$ cat src/feistel_block_cipher_128_assert.svh
// Assertion macros for the 128-bit Feistel block cipher.
// Included by the top level; no other dependencies.
`ifndef FEISTEL_BLOCK_CIPHER_128_ASSERT_SVH
`define FEISTEL_BLOCK_CIPHER_128_ASSERT_SVH

`ifndef SYNTH

// same-cycle implication
`define FBC_ASSERT_SAME(label, clk, rst_n, ante, cons) \
	label: assert property (@(posedge clk) disable iff (!rst_n) (ante) |-> (cons)) \
		else $error("fbc assertion failed");

// next-cycle implication
`define FBC_ASSERT_NEXT(label, clk, rst_n, ante, cons) \
	label: assert property (@(posedge clk) disable iff (!rst_n) (ante) |=> (cons)) \
		else $error("fbc assertion failed");

`else

`define FBC_ASSERT_SAME(label, clk, rst_n, ante, cons)
`define FBC_ASSERT_NEXT(label, clk, rst_n, ante, cons)

`endif

`endif

$ cat src/fbc_pkg.sv
// Shared types, constants and round/key-schedule functions for the Feistel cipher.
// No dependencies.
`timescale 1ns / 1ps
`default_nettype none

package fbc_pkg;

	localparam int ROUND_COUNT = 32;
	localparam int HALF_W      = 64;

	localparam logic [HALF_W-1:0] ROUND_CONST_F = 64'h9e3779b97f4a7c15;
	localparam logic [HALF_W-1:0] ROUND_CONST_K = 64'hb5c0fbcfec4d3b2f;
	localparam logic [HALF_W-1:0] SEED_ZERO_KEY = 64'd1;

	// config register map
	localparam int CFG_IDX_W = 1;
	localparam logic [CFG_IDX_W-1:0] REG_KEY_UPPER = 1'b0;
	localparam logic [CFG_IDX_W-1:0] REG_KEY_LOWER = 1'b1;

	// key row settle time after reset or any key write
	localparam int SETTLE_CNT = ROUND_COUNT + 1;
	localparam int SETTLE_W   = $clog2(SETTLE_CNT + 1);

	typedef logic [HALF_W-1:0] half_t;

	// one block in flight between round cells
	typedef struct packed {
		logic  valid;
		logic  kind;   // 0 encrypt, 1 decrypt
		half_t left;
		half_t right;
	} fbc_beat_t;

	// F(x) = (rotl2 & rotl7) ^ rotl11 ^ CF
	function automatic half_t round_fn(input half_t x);
		half_t r2;
		half_t r7;
		half_t r11;
		r2  = {x[61:0], x[63:62]};
		r7  = {x[56:0], x[63:57]};
		r11 = {x[52:0], x[63:53]};
		return (r2 & r7) ^ r11 ^ ROUND_CONST_F;
	endfunction

	// one forward LFSR shift, taps 63,61,56,31,28,23,0
	function automatic half_t lfsr_step(input half_t s);
		return {s[62:0], s[63] ^ s[61] ^ s[56] ^ s[31] ^ s[28] ^ s[23] ^ s[0]};
	endfunction

endpackage

`default_nettype wire

$ cat src/fbc_round_cell.sv
// One Feistel round cell with its own stage register and ready chain.
// Depends on fbc_pkg.
`timescale 1ns / 1ps
`default_nettype none

module fbc_round_cell (
	input  wire logic              clk,
	input  wire logic              arst_n,
	input  wire fbc_pkg::fbc_beat_t up,
	output logic                   up_ready,
	output fbc_pkg::fbc_beat_t      dn,
	input  wire logic              dn_ready,
	input  wire fbc_pkg::half_t     key_enc,
	input  wire fbc_pkg::half_t     key_dec
);
	import fbc_pkg::*;

	logic  valid_q;
	logic  kind_q;
	half_t left_q;
	half_t right_q;

	logic  take;
	half_t mix;
	half_t left_d;
	half_t right_d;

	assign up_ready = !valid_q || dn_ready;
	assign take     = up.valid && up_ready;

	// decrypt runs F on the right half and writes the result back to the right
	assign mix = round_fn(up.kind ? up.right : up.left) ^ (up.kind ? key_dec : key_enc);

	always_comb begin
		if (up.kind) begin
			left_d  = up.right;
			right_d = up.left ^ mix;
		end else begin
			left_d  = up.right ^ mix;
			right_d = up.left;
		end
	end

	always_ff @(posedge clk or negedge arst_n) begin
		if (!arst_n) begin
			valid_q <= 1'b0;
		end else if (up_ready) begin
			valid_q <= up.valid;
		end
	end

	always_ff @(posedge clk) begin
		if (take) begin
			kind_q  <= up.kind;
			left_q  <= left_d;
			right_q <= right_d;
		end
	end

	assign dn = '{valid: valid_q, kind: kind_q, left: left_q, right: right_q};

endmodule

`default_nettype wire

$ cat config.mk
export PLATFORM = sky130hd
export DESIGN_NAME = fbc_round_cell
export DESIGN_NICKNAME = d
export VERILOG_FILES = /design/src/feistel_block_cipher_128_assert.svh /design/src/fbc_pkg.sv /design/src/fbc_round_cell.sv
export SDC_FILE = /design/constraint.sdc
export NUM_CORES = 1
export LEC_CHECK = 0
export ABC_AREA = 0
export BUFFER_PORTS_ARGS = -buffer_cell sky130_fd_sc_hd__buf_2
export CORE_AREA = 3 3 153 155
export CTS_BUF_LIST = sky130_fd_sc_hd__clkbuf_4
export CTS_CLUSTER_SIZE = 10
export DETAILED_ROUTE_END_ITERATION = 7
export DIE_AREA = 0 0 156 158
export GPL_TIMING_DRIVEN = 0
export PLACE_DENSITY = 0.7
export SETUP_SLACK_MARGIN = 0.15
export SYNTH_ARGS = -nofsm -noshare
export SYNTH_HDL_FRONTEND = slang
export SYNTH_SLANG_ARGS = --single-unit
$ cat constraint.sdc
create_clock -name clk -period 5.5 [get_ports clk]
set_input_delay 0.275 -clock clk [delete_from_list [all_inputs] [get_ports clk]]
set_output_delay 0.275 -clock clk [all_outputs]
set_load 0.02 [all_outputs]
# == After elaboration in Yosys (flattened, before gate mapping) ==
# Cells that the tools add are included.
# op_classes
muxes,4
n_reduce_logical,3
bitwise_logic,6
# op_table
operator,count
two-way mux 64 bit,4
bitwise XOR 64 bit,4
bitwise AND 64 bit,1
inverter 38 bit,1
logical AND 1 bit,1
zero test 1 bit,1
logical OR 1 bit,1
# totals
input_bits,261
wordCells,17
regBits,130

# == Depth between registers and ports, before layout ==
# logic_depth
depth_word,7
ltp_mapped,5
mapped_depth_nobuf,3

# == Worst setup path before layout ==
# OpenSTA, ideal clock, no wires.
# synth_timing
kind,register -> register
start,register valid_q
end,"register kind_q, enable pin"
path_stages_with_launch,3
setup_time_ns,0.503
t_required_ns,4.997
path_buffers,0
slack_ns,1.401
synth_period_minus_slack_ns,4.099
arrival_ns,3.596
path_cell_list,dfrtp_1 > nand2b_1 > and2_1
# synth_between
elab_chain_len,3
# synth_lines
element,line_no,source
from (decl),fbc_round_cell.sv:18,logic valid_q;
from (signal assigned),fbc_round_cell.sv:48,valid_q <= up.valid;
zero test 1 bit,fbc_round_cell.sv:28,assign up_ready = !valid_q || dn_ready;
logical OR 1 bit,fbc_round_cell.sv:28,
net up_ready,fbc_round_cell.sv:10,"output logic up_ready,"
logical AND 1 bit,fbc_round_cell.sv:29,assign take = up.valid && up_ready;
net take,fbc_round_cell.sv:23,logic take;
to (signal assigned),fbc_round_cell.sv:54,kind_q <= up.kind;
to (decl),fbc_round_cell.sv:19,logic kind_q;
# The timed path passes the listed nets, and every way through them passes these cells.
# A chain may end at the register's enable or synchronous reset.

# == Worst setup path after layout ==
# layout_timing
start,input up[128] (netlist bit)
end,register right_q[22] (data pin)
# layout_between
elab_chain_len,7
# layout_lines
element,line_no,source
from (decl),fbc_round_cell.sv:9,"input wire fbc_pkg::fbc_beat_t up,"
two-way mux 64 bit,fbc_round_cell.sv:32,assign mix = round_fn(up.kind ? up.right : up.left) ^ (up.kind ? key_dec : key_enc);
bitwise AND 64 bit,fbc_pkg.sv:42,return (r2 & r7) ^ r11 ^ ROUND_CONST_F;
bitwise XOR 64 bit,fbc_pkg.sv:42,
inverter 38 bit (no source line),n/a,
bitwise XOR 64 bit,fbc_round_cell.sv:32,
bitwise XOR 64 bit,fbc_round_cell.sv:37,right_d = up.left ^ mix;
two-way mux 64 bit (*),fbc_round_cell.sv:35,if (up.kind) begin
net right_d[22],fbc_round_cell.sv:26,half_t right_d;
to (signal assigned),fbc_round_cell.sv:56,right_q <= right_d;
to (decl),fbc_round_cell.sv:21,half_t right_q;
# Mark *: on every way through the listed nets, which the timed path passes. The rest lies on a longest branch.

==> run_results.csv <==
group,metric,value,unit
grt,grt_pass1_vias,8101,
cts,cts_tree,"done",
logic_synthesis,syn_area_per_cell,11.6,um^2
setup_path,r2r_setup_slack,3780,ps
sta,fmaxAchievable,516,MHz
sta,skew,28.2,ps
floorplanning,dieArea,0.0246,mm^2
cts,ctsHoldBuffers,5,
logic_synthesis,ys_seq_area_share,41.7,%
min_path,whs_path_depth,2,
final_layout,layout.cells.non_filler,1517,
setup_path,path_cells,"dlygate4sd3_1, buf_2, buf_2, clkbuf_1, and3_1, mux2i_1, xnor2_1",
min_path,hold_class,"input port to flop",
placement,place_inst,1476,
grt,grt_max_degree,65,
route,drt-total-wl,35100,um
setup_path,crit_family,"buffers and inverters",
grt,grt_use_total,27.4,%
setup_path,critPathMostFrequentCell,"buf_2",
sta,rsz0062_at_grt,"false",
power,power_leakage,5.43,nW
sta,fin_crit_sh,35.2,%
setup_path,start_kind,"input port",
sta,drv_slew,0,
route,vias_per_cell,5.39,
min_path,min_to,"left_q[51]",
placement,place_ws,3550,ps
setup_path,worst_ep_arrival_time,2250,ps
final_layout,num-fill-cells,1985,
route,drt_iter0_drc,606,
cts,cts.reportedPaths.clkPinSlew,130,ps
floorplanning,ios,392,
cts,cts-root-buf,"clkbuf_4",
cts,clk-insertion-delay-late,550,ps
logic_synthesis,syn_area,0.00935,mm^2
route,wl_per_cell,23.2,um
min_path,hold_start,"up[51]",
setup_path,crit_fanout,10,
floorplanning,placementRows,54,
placement,port_buffers,391,
setup_path,cp_slowest_cell,"clkbuf_1",
grt,antenna_found_initial,6,
floorplanning,die_h,158,um
sta,finalHoldViolations,0,
cts,clock_sinks,130,
setup_path,worstSetupPathDepth,7,
sta,setup_viol_count_final,0,
cts,numCtsBuffers,17,
final_layout,area_delta_synth_final,28.6,%
sta,worst_slew_pin_slew,704,ps
setup_path,required,5810,ps
route,routed.top_layer,"met5",
route,drcViolationCount,0,
setup_path,r2r_start,"valid_q",
route,first_pass_iters,5,
sta,layout_setup_ws,3560,ps
route,vias,8176,
sta,hold_slack,90.5,ps
flow_run,maxCapViolations,0,
setup_path,cp_num_buf_inv,4,
cts,cts-resized-gates,0,
logic_synthesis,syn-instance-count,803,
floorplanning,die_w,156,um
logic_synthesis,yosys_register_bits,130,
placement,detailed_place_hpwl,27200,um
floorplanning,initial_core_util,42.6,%
cts,cts_max_level,4,
logic_synthesis,mappedNetlistNets,1064,
power,vdd_drop_max,0.000102,V
floorplanning,core,0.0220,mm^2
outcome,status,"completed",
setup_path,ff2ff_path_depth,3,
final_layout,layout-drive-gt1-share,36.3,%
logic_synthesis,ys_types,14,
setup_path,timing_worst_setup_path_type,"input port to flop",
logic_synthesis,yosysWarnings,0,
route,route.met3.wl,2900,um
sta,final.min_clock_period,1940,ps
grt,grt_overflow,0,
cts,clk_path_buf_depth,2,
final_layout,nNetsFinal,1481,
route,ant_nets,0,
placement,gp_congestion,0.926,
grt,grt_pass1_wl,50100,um
setup_path,cp_slowest_stage_delay,570,ps
power,powerDensity,231,mW/mm^2
cts,cts_setup_buffers,0,
sta,worst_slew_margin_rel,53.0,%
route,route.met2.wl,16900,um
setup_path,worstSetupEndpointType,"flop",
route,wirelength_met1,14200,um
setup_path,r2r_end,"right_q[2]",
==> worst max path at each step <==
stage,from,end,slack (ps)
2_1_floorplan,valid_q,kind_q,1400
3_3_place_gp,dn_ready,right_q[3],-140
3_5_place_dp,up[128],right_q[4],3550
4_1_cts,up[128],right_q[4],3630
5_1_grt,up[128],right_q[25],3530
6_report,up[128],right_q[22],3560
==> synth_stat cells (all sizes together) <==
| cell | count | area, um^2 |
|---|---|---|
| buf | 22 | 118 |
| a21boi | 64 | 480 |
| and3b | 64 | 561 |
| a21oi | 64 | 320 |
| xnor2 | 256 | 2240 |
| mux2i | 128 | 1280 |
| and2 | 1 | 6.26 |
| dfrtp | 1 | 25.0 |
| and3 | 64 | 400 |
| edfxtp | 129 | 3870 |
| clkbuf | 8 | 30.0 |
| nand2b | 2 | 12.5 |
==> registers in the layout (all words and copies together), names as in the netlist <==
name / cells
kind_q: 1
left_q: 64
valid_q: 1
right_q: 64
==> layer usage <==
layer  global-route usage, %  up-vias
li1                        -     3760
met1                    34.7     3894
met2                    45.5      442
met3                    7.14       74
met4                    9.38        6
met5                       0        -
==> cell type report <==
type	instances	area (um^2)	share of cell area [%]
plain buffers	30	148	1.23
well taps	280	350	2.91
multi-input cells	643	5310	44.1
clock inverters	11	92.6	0.770
clock buffers	21	158	1.31
diodes	4	10.0	0.0832
flip-flops and latches	130	3900	32.4
repair buffers	398	2060	17.1
==> power by group <==
part / leakage (nW) / switching, mW / internal (mW) / total [mW]
clock network: 0.144 / 0.395 / 0.241 / 0.635
logic: 4.05 / 0.514 / 0.387 / 0.902
registers: 1.24 / 0.0225 / 1.21 / 1.24
==> per-stage QoR <==
stage,cell area (um^2),power (mW),TNS (ps),utilization [%]
after floorplan,9350,1.78,0,-
after global placement,11700,2.14,-14990,53.1
after detailed placement,11700,2.15,0,53.4
after CTS,12000,2.78,0,54.7
after global routing,12000,2.90,0,54.8
final,12000,2.77,0,54.8
==> placed cells by master (no fill, tap or decap), drive strengths merged <==
| cell | instances |
|---|---|
| a21oi | 64 |
| and3 | 64 |
| dfrtp | 1 |
| bufinv | 1 |
| edfxtp | 129 |
| a21boi | 64 |
| diode | 4 |
| xnor2 | 256 |
| mux2i | 128 |
| clkinvlp | 1 |
| clkinv | 9 |
| buf | 415 |
| and2 | 1 |
| dlygate4sd3 | 5 |
| and3b | 64 |
| nand2b | 2 |
| clkbuf | 29 |
==> cells by family after synthesis <==
group | Yosys count | synth area share (%)
AOI/OAI and AO/OA | 128 | 8.56
xor gates and xnor gates | 256 | 24.0
buffers and inverters | 30 | 1.58
DFF | 130 | 41.7
muxes | 128 | 13.7
and+or+nand+nor | 131 | 10.5
(Power assumes the default switching activity.)
