--- config.mk ---
export PLATFORM = sky130hd
export DESIGN_NAME = fbc_key_cell
export DESIGN_NICKNAME = d
export VERILOG_FILES = /design/src/feistel_block_cipher_128_assert.svh /design/src/fbc_pkg.sv /design/src/fbc_key_cell.sv
export SDC_FILE = /design/constraint.sdc
export NUM_CORES = 1
export LEC_CHECK = 0
export BUFFER_PORTS_ARGS = -buffer_cell sky130_fd_sc_hd__buf_2
export CAP_MARGIN = 10
export CORE_AREA = 2 2 100 102
export DETAILED_ROUTE_END_ITERATION = 6
export DIE_AREA = 0 0 102 104
export GPL_TIMING_DRIVEN = 0
export MAX_ROUTING_LAYER = met4
export PLACE_DENSITY = 0.59
export SKIP_LAST_GASP = 1
export SLEW_MARGIN = 20
export SYNTH_ARGS = -nofsm -noshare
export SYNTH_HDL_FRONTEND = slang
export SYNTH_SLANG_ARGS = --single-unit
--- constraint.sdc ---
create_clock -name clk -period 1.3 [get_ports clk]
set_input_delay 0.065 -clock clk [delete_from_list [all_inputs] [get_ports clk]]
set_output_delay 0.065 -clock clk [all_outputs]
set_load 0.005 [all_outputs]
--- src/feistel_block_cipher_128_assert.svh ---
// Assertion macros for the 128-bit Feistel block cipher.
// Included by the top level; no other dependencies.
`ifndef FEISTEL_BLOCK_CIPHER_128_ASSERT_SVH
`define FEISTEL_BLOCK_CIPHER_128_ASSERT_SVH

`ifndef SYNTH

// same-cycle implication
`define FBC_ASSERT_SAME(label, clk, rst_n, ante, cons) \
	label: assert property (@(posedge clk) disable iff (!rst_n) (ante) |-> (cons)) \
		else $error("fbc assertion failed");

// next-cycle implication
`define FBC_ASSERT_NEXT(label, clk, rst_n, ante, cons) \
	label: assert property (@(posedge clk) disable iff (!rst_n) (ante) |=> (cons)) \
		else $error("fbc assertion failed");

`else

`define FBC_ASSERT_SAME(label, clk, rst_n, ante, cons)
`define FBC_ASSERT_NEXT(label, clk, rst_n, ante, cons)

`endif

`endif

--- src/fbc_pkg.sv ---
// Shared types, constants and round/key-schedule functions for the Feistel cipher.
// No dependencies.
`timescale 1ns / 1ps
`default_nettype none

package fbc_pkg;

	localparam int ROUND_COUNT = 32;
	localparam int HALF_W      = 64;

	localparam logic [HALF_W-1:0] ROUND_CONST_F = 64'h9e3779b97f4a7c15;
	localparam logic [HALF_W-1:0] ROUND_CONST_K = 64'hb5c0fbcfec4d3b2f;
	localparam logic [HALF_W-1:0] SEED_ZERO_KEY = 64'd1;

	// config register map
	localparam int CFG_IDX_W = 1;
	localparam logic [CFG_IDX_W-1:0] REG_KEY_UPPER = 1'b0;
	localparam logic [CFG_IDX_W-1:0] REG_KEY_LOWER = 1'b1;

	// key row settle time after reset or any key write
	localparam int SETTLE_CNT = ROUND_COUNT + 1;
	localparam int SETTLE_W   = $clog2(SETTLE_CNT + 1);

	typedef logic [HALF_W-1:0] half_t;

	// one block in flight between round cells
	typedef struct packed {
		logic  valid;
		logic  kind;   // 0 encrypt, 1 decrypt
		half_t left;
		half_t right;
	} fbc_beat_t;

	// F(x) = (rotl2 & rotl7) ^ rotl11 ^ CF
	function automatic half_t round_fn(input half_t x);
		half_t r2;
		half_t r7;
		half_t r11;
		r2  = {x[61:0], x[63:62]};
		r7  = {x[56:0], x[63:57]};
		r11 = {x[52:0], x[63:53]};
		return (r2 & r7) ^ r11 ^ ROUND_CONST_F;
	endfunction

	// one forward LFSR shift, taps 63,61,56,31,28,23,0
	function automatic half_t lfsr_step(input half_t s);
		return {s[62:0], s[63] ^ s[61] ^ s[56] ^ s[31] ^ s[28] ^ s[23] ^ s[0]};
	endfunction

endpackage

`default_nettype wire

--- src/fbc_key_cell.sv ---
// One key-schedule cell: holds LFSR state s_i and forms round key i.
// Depends on fbc_pkg.
`timescale 1ns / 1ps
`default_nettype none

module fbc_key_cell (
	input  wire logic          clk,
	input  wire fbc_pkg::half_t s_in,
	input  wire fbc_pkg::half_t key_lower,
	output fbc_pkg::half_t      s_next,
	output fbc_pkg::half_t      round_key
);
	import fbc_pkg::*;

	half_t s_q;

	always_ff @(posedge clk) begin
		s_q <= s_in;
	end

	assign s_next    = lfsr_step(s_q);
	assign round_key = key_lower ^ s_q ^ ROUND_CONST_K;

endmodule

`default_nettype wire

## Word-level counts from Yosys, hierarchy flattened

Index checks and enable logic that the tools add are counted.

| cells by class | value |
|---|---|
| bitwise gates (word level) | 8 |

Operators with widths:

| cell | count |
|---|---|
| XOR 64 bit | 1 |
| inverter 39 bit | 1 |
| XOR 1 bit | 6 |

| storage, ports and cells | value |
|---|---|
| logic and storage cells | 9 |
| bits in registers | 64 |
| output and inout port bits | 128 |

## Depth between registers and ports, before layout

Gate-level depths: netlist of the first run.

| depth | value |
|---|---|
| word-level depth | 6 |
| gate-level depth with buffers | 2 |
| depth with buffers taken out | 2 |

## Worst setup path after synthesis of the first run

OpenSTA, ideal clock, no wires.

| timing path | value |
|---|---|
| path kind | register -> output |
| start | reg s_q[56] |
| end | out s_next[0] |
| data required time | 1.235 ns |
| slack | 0.290 ns |
| arrival time | 0.945 ns |
| buffers on the path | 0 |
| cell stages (with the launch flop) | 3 |
| cell sequence | dfxtp_1 xnor3_1 xnor3_1 |

| between the ends | value |
|---|---|
| cells in the longest elaborated chain, start to end | 5 |

RTL lines:

| what | line | text |
|---|---|---|
| start: declaration | fbc_key_cell.sv:15 | `half_t s_q;` |
| start signal: assignment | fbc_key_cell.sv:18 | `s_q <= s_in;` |
| XOR 1 bit (5 in series) | fbc_pkg.sv:47 | `return {s[62:0], s[63] ^ s[61] ^ s[56] ^ s[31] ^ s[28] ^ s[23] ^ s[0]};` |
| end: declaration | fbc_key_cell.sv:10 | `output fbc_pkg::half_t s_next,` |

No other way between the ends.

## Worst setup path after layout of the first run

| timing path | value |
|---|---|
| start | reg s_q[61] |
| end | out s_next[0] |

| between the ends | value |
|---|---|
| cells in the longest elaborated chain, start to end | 6 |

RTL lines:

| what | line |
|---|---|
| XOR 1 bit (6 in series) | fbc_pkg.sv:47 |

No other way between the ends.

==> out/metrics.csv, run 1 <==
metric;value;unit
status;finished with violations;
violations;setup timing;
syn_inst;195;
antenna_found_initial;1;
yosys.area.top_type;dfxtp_1;
post_drt_via_cell_ratio;3.61;
setup_ws;-0.109;ns
drt_first_pass_iters;3;
cts_root_buffer;clkbuf_8;
critPathSlowestCell;xnor3_1;
drive_gt1_share;64.1;%
cts_inserted_buffers;9;
grt_start_max_net_pins;12;
synth_common_cells;dfxtp_1 (64), buf_4 (63), xnor2_1 (41);
reg.largest.list;s_q (64);
ant_nets;0;
worst_ep_required_time;1.24;ns
synth_seq_area_share;53.9;%
io_buffers;256;
path_max_fanout;3;
syn_nets;324;
largest_reg_flops;64;
synth_edf_count;0;
hpwlAfterDp;5.40;mm
grt_pass1_wl;10.8;mm
slew_viol_final;0;
cellLeakagePower;0.00247;uW
endpoint_kind;primary output;
timing.hold.ws;0.361;ns
arrival;1.34;ns
syn_avg_cell_area;12.2;um2
fmax;710;MHz
die_area;10600;um2
dieHeight;104;um
place_ws;0.148;ns
grtUsageTotal;13.4;%
fillers;908;
nNetsFinal;656;
start_util;24.9;%
cts_buffer_depth;2;
routedWlPerCell;11.1;um
grt_overflow;0;
worstSetupPathType;reg2out;
netlist_top_cells_area;dfxtp_1 (54%), buf_4 (20%), xnor2_1 (15%), xor2_1 (9.2%), xnor3_1 (1.9%);
ys_warn_count;0;
finalNonFillerCells;666;
critPathTopFamily;XOR/XNOR gates;
slowest_delay;0.39;ns
hp-class;in2reg;
async_reset_ff_share;0;%
ios;257;
synthFlopType;dfxtp_1;
hp-start;s_in[8];
syn_to_final_growth;99.2;%
setup_viol;1;
timing.final.crit_share;108;%
period_needed;1.41;ns
wirelength;7.40;mm
regMostFlops;s_q;
yosysMostFrequentCell;dfxtp_1;
path_clk_slew;0.07;ns
rsz0062_at_grt;yes;
worst_slew_pin_slew;0.190;ns
dp.cells;584;
yosysUniqueCellTypes;5;
gp_congestion;0.730;
grt_pass1_vias;2513;
htree_num_levels;3;
drt_iter0_markers;20;
crit_path_start_kind;register;
core-area;9550;um2
num_vias;2406;
p_per_area;1100;nW/um2
cts_tree;built;
critical_path.cell_chain;xnor2_2, xnor3_1, buf_2;
maxCapViolCount;0;
syn_area;2380;um2
cts.sink_count;64;
finalHoldViolCount;0;
rows;36;
synth_top_area_share;53.9;%
holdPathStages;2;
worst-path-buf-inv;1;
dieWidth;102;um
hold_path_end;s_q[8];
slew_headroom;87.2;%
drc;0;
ys_ff_latch;64;
ir_worst_vdd;566;uV
[repair_timing]
| action | in CTS | in global routing |
|---|---|---|
| endpoints found under the hold margin | 64 | 0 |
| hold buffers | 64 | 0 |
| setup buffers | 1 | 0 |
| resized for setup | 4 | 1 |
| setup endpoints to repair | 1 | 1 |
| pin swaps | 1 | 0 |
[power by group]
group          switching [uW]  internal (uW)  total (uW)
combinational             338            715        1050
clock                     757           1240        1990
sequential               79.4           2070        2150
total                    1170           4020        5200
[metrics by stage]
| stage | total power, uW | cell area (um2) | utilization (%) | TNS [ns] |
|---|---|---|---|---|
| after global placement | 3070 | 3820 | 40.1 | 0 |
| after detailed placement | 3080 | 3820 | 40.1 | 0 |
| final | 5200 | 4730 | 49.6 | -0.109 |
| after global routing | 5480 | 4730 | 49.6 | -0.223 |
| after floorplan | 2550 | 2380 | - | 0 |
| after CTS | 5270 | 4720 | 49.5 | -0.147 |
[cells by family after synthesis]
group | share of synthesized area (%)
flip-flops | 53.9
XOR/XNOR | 26.2
buffers and inverters | 19.9
[how the worst max path moves through the flow]
| stage | start | endpoint | slack (ns) | depth (start not counted) |
|---|---|---|---|---|
| global route | s_q[61] | s_next[0] | -0.22 | 3 |
| global placement | s_q[56] | s_next[0] | 0.15 | 3 |
| finish | s_q[61] | s_next[0] | -0.11 | 3 |
| detailed placement | s_q[56] | s_next[0] | 0.15 | 3 |
| floorplan | s_q[56] | s_next[0] | 0.29 | 2 |
| CTS | s_q[61] | s_next[0] | -0.15 | 3 |
[final cells by class]
type / instances / area [um2] / area share [%]
timing repair buffer: 321 / 1930 / 40.8
sequential: 64 / 1280 / 27.1
multi-input combinational: 68 / 638 / 13.5
buffer: 63 / 473 / 9.99
tap: 133 / 166 / 3.51
clock buffer: 12 / 165 / 3.49
clock inverter: 4 / 75.1 / 1.59
antenna: 1 / 2.50 / 0.0529
[per-layer routing]
| metal | track usage [%] | share of wire (%) | wire length, um |
|---|---|---|---|
| met1 | 11.6 | 34 | 2530 |
| met2 | 25.9 | 54 | 4010 |
| met3 | 4.17 | 9.2 | 682 |
| met4 | 5.62 | 2.3 | 172 |
| met5 | - | 0 | 0 |
[layout by cell type (no fill, tap or decap)]
cell type,instances
buf_2,256
buf_4,64
bufinv_16,2
clkbuf_8,12
clkinvlp_4,2
dfxtp_1,61
dfxtp_2,3
diode_2,1
dlygate4sd3_1,64
xnor2_1,39
xnor2_2,2
xnor3_1,2
xor2_1,25
Power figures use the tool's default switching activity.
==> run 2, diff against run 1 <==
CELL_PAD_IN_SITES_DETAIL_PLACEMENT = 2   (was not set)
CELL_PAD_IN_SITES_GLOBAL_PLACEMENT = 2   (was not set)
CORE_AREA = not set   (was 2 2 100 102)
CORE_ASPECT_RATIO = 0.5   (was not set)
CORE_MARGIN = 2   (was not set)
CORE_UTILIZATION = 17   (was not set)
DIE_AREA = not set   (was 0 0 102 104)
PLACE_DENSITY = 0.76   (was 0.59)
==> out/metrics.csv, run 2 (synthesis gave the netlist of run 1 again) <==
metric;value;unit;change
grtUsageTotal;15.0;%;was 13.4%
grt_overflow;0;;unchanged
start_util;17.5;%;was 24.9%
cts.sink_count;64;;unchanged
power_switching_share;23.8;%;was 22.6%
arrival;1.38;ns;was 1.34 ns
rsz0062_at_grt;yes;;unchanged
dp.cells;643;;was 584
drive_gt1_share;63.2;%;was 64.1%
fmax;691;MHz;was 710 MHz
routedWlPerCell;15.5;um;was 11.1 um
finalNonFillerCells;725;;was 666
crit_path_start_kind;register;;unchanged
worstSetupPathType;reg2out;;unchanged
largest_reg_flops;64;;unchanged
path_max_fanout;2;;was 3
layout_common_cells;buf_2 (256), buf_4 (65), dlygate4sd3_1 (64);;was buf_2 (256), buf_4 (64), dlygate4sd3_1 (64)
worst_slew_pin_slew;0.226;ns;was 0.190 ns
antenna_found_initial;1;;unchanged
reg.largest.list;s_q (64);;unchanged
comb_power_share;20.5;%;was 20.3%
timing.final.crit_share;111;%;was 108%
power.switching;1310;uW;was 1170 uW
drt_iter0_markers;36;;was 20
critPathLaunch;s_q[56];;was s_q[61]
period_needed;1.45;ns;was 1.41 ns
cellLeakagePower;0.00248;uW;was 0.00247 uW
mostFrequentLayoutCell;buf_2;;unchanged
p_total;5480;uW;was 5200 uW
maxCapViolCount;0;;unchanged
power_frac_seq;39.3;%;was 41.4%
hp-class;in2out;;was in2reg
cts_root_buffer;clkbuf_16;;was clkbuf_8
post_drt_via_cell_ratio;3.43;;was 3.61
slew_headroom;84.8;%;was 87.2%
ant_nets;0;;unchanged
ios;257;;unchanged
regMostFlops;s_q;;unchanged
crit_path_end;s_next[0];;unchanged
core-area;13600;um2;was 9550 um2
slew_viol_final;0;;unchanged
nNetsFinal;657;;was 656
grt_pass1_wl;15.7;mm;was 10.8 mm
die_area;15000;um2;was 10600 um2
hpwlAfterDp;8.13;mm;was 5.40 mm
io_buffers;256;;unchanged
finalHoldViolCount;0;;unchanged
grt_pass1_vias;2756;;was 2513
rows;30;;was 36
p_per_area;1140;nW/um2;was 1100 nW/um2
htree_num_levels;3;;unchanged
drc;0;;unchanged
cts_inserted_buffers;9;;unchanged
dieHeight;87.6;um;was 104 um
syn_to_final_growth;103;%;was 99.2%
setup_ws;-0.148;ns;was -0.109 ns
cts_tree;built;;unchanged
num_vias;2489;;was 2406
drt_first_pass_iters;4;;was 3
ir_worst_vdd;584;uV;was 566 uV
worst_ep_required_time;1.24;ns;about the same
path_clk_slew;0.05;ns;was 0.07 ns
violations;setup timing;;unchanged
status;finished with violations;;unchanged
setup_viol;1;;unchanged
gp_congestion;0.717;;was 0.730
endpoint_kind;primary output;;unchanged
tns;-0.148;ns;was -0.109 ns
grt_start_max_net_pins;10;;was 12
cts_buffer_depth;2;;unchanged
internal_power;4180;uW;was 4020 uW
clockPowerShare;40.2;%;was 38.4%
wirelength;11.3;mm;was 7.40 mm
dieWidth;171;um;was 102 um
## run 2: cell types whose count changed in the layout (fill, tap and decap cells not counted)
cell	change
clkinvlp_4	-2
xnor2_1	+2
buf_4	+1
clkbuf_1	+4
clkbuf_8	-10
bufinv_16	-2
dfxtp_2	+1
xnor2_2	-2
clkbuf_16	+9
dfxtp_1	-1
## run 2: what timing repair did
action / in CTS / in global routing
resized for setup: 3 / 1
endpoints found under the setup margin: 1 / 1
pin swaps: 1 / 1
hold buffers: 64 / 0
hold endpoints to repair: 64 / 0
buffers inserted: 1 / 1
## run 2: critical path: stages, from the launching register on
cell and delay (ns):
dfxtp_2 0.32, xnor3_1 0.41, xnor3_1 0.21, buf_2 0.13
## run 2: layout make-up
cell class	instances	area, um2
Buffer	63	473
Fill cell	1544	8760
Antenna cell	1	2.50
Timing Repair Buffer	322	1940
Multi-Input combinational cell	68	623
Sequential cell	64	1290
Clock buffer	15	268
Tap cell	192	240
## run 2: stage by stage
stage          setup slack, ns  util [%]  instance area [um2]  hold WS (ns)
2_1_floorplan            0.290         -                 2380        0.0927
3_3_place_gp             0.120      28.7                 3900         0.167
3_5_place_dp             0.110      28.7                 3900         0.169
4_1_cts                 -0.149      35.5                 4820         0.369
5_1_grt                 -0.211      35.5                 4830         0.373
6_report                -0.148      35.5                 4830         0.379
## run 2: worst min path at each step
stage | slack [ns] | to | cells after the start | from
3_5_place_dp | 0.17 | s_q[57] | 1 | s_in[57]
6_report | 0.38 | round_key[31] | 3 | key_lower[31]
5_1_grt | 0.37 | s_q[39] | 2 | s_in[39]
2_1_floorplan | 0.09 | s_q[0] | 0 | s_in[0]
4_1_cts | 0.37 | s_q[42] | 2 | s_in[42]
3_3_place_gp | 0.17 | s_q[63] | 1 | s_in[63]
## run 2: per-layer routing
metal / GRT usage, % / up-vias / wire [um]
met3: 3.07 / 18 / 330
li1: - / 1195 / -
met1: 12.7 / 1210 / 3460
met4: 5.08 / 0 / 265
met2: 32.3 / 66 / 7210
met5: - / - / 0
## run 2: power groups by stage
stage | Sequential (uW) | Combinational, uW | Clock, uW
6_report | 2160 | 1120 | 2200
2_1_floorplan | 2170 | 380 | 0
4_1_cts | 2150 | 1110 | 2300
3_5_place_dp | 2190 | 947 | 0
3_3_place_gp | 2190 | 911 | 0
5_1_grt | 2170 | 1210 | 2390
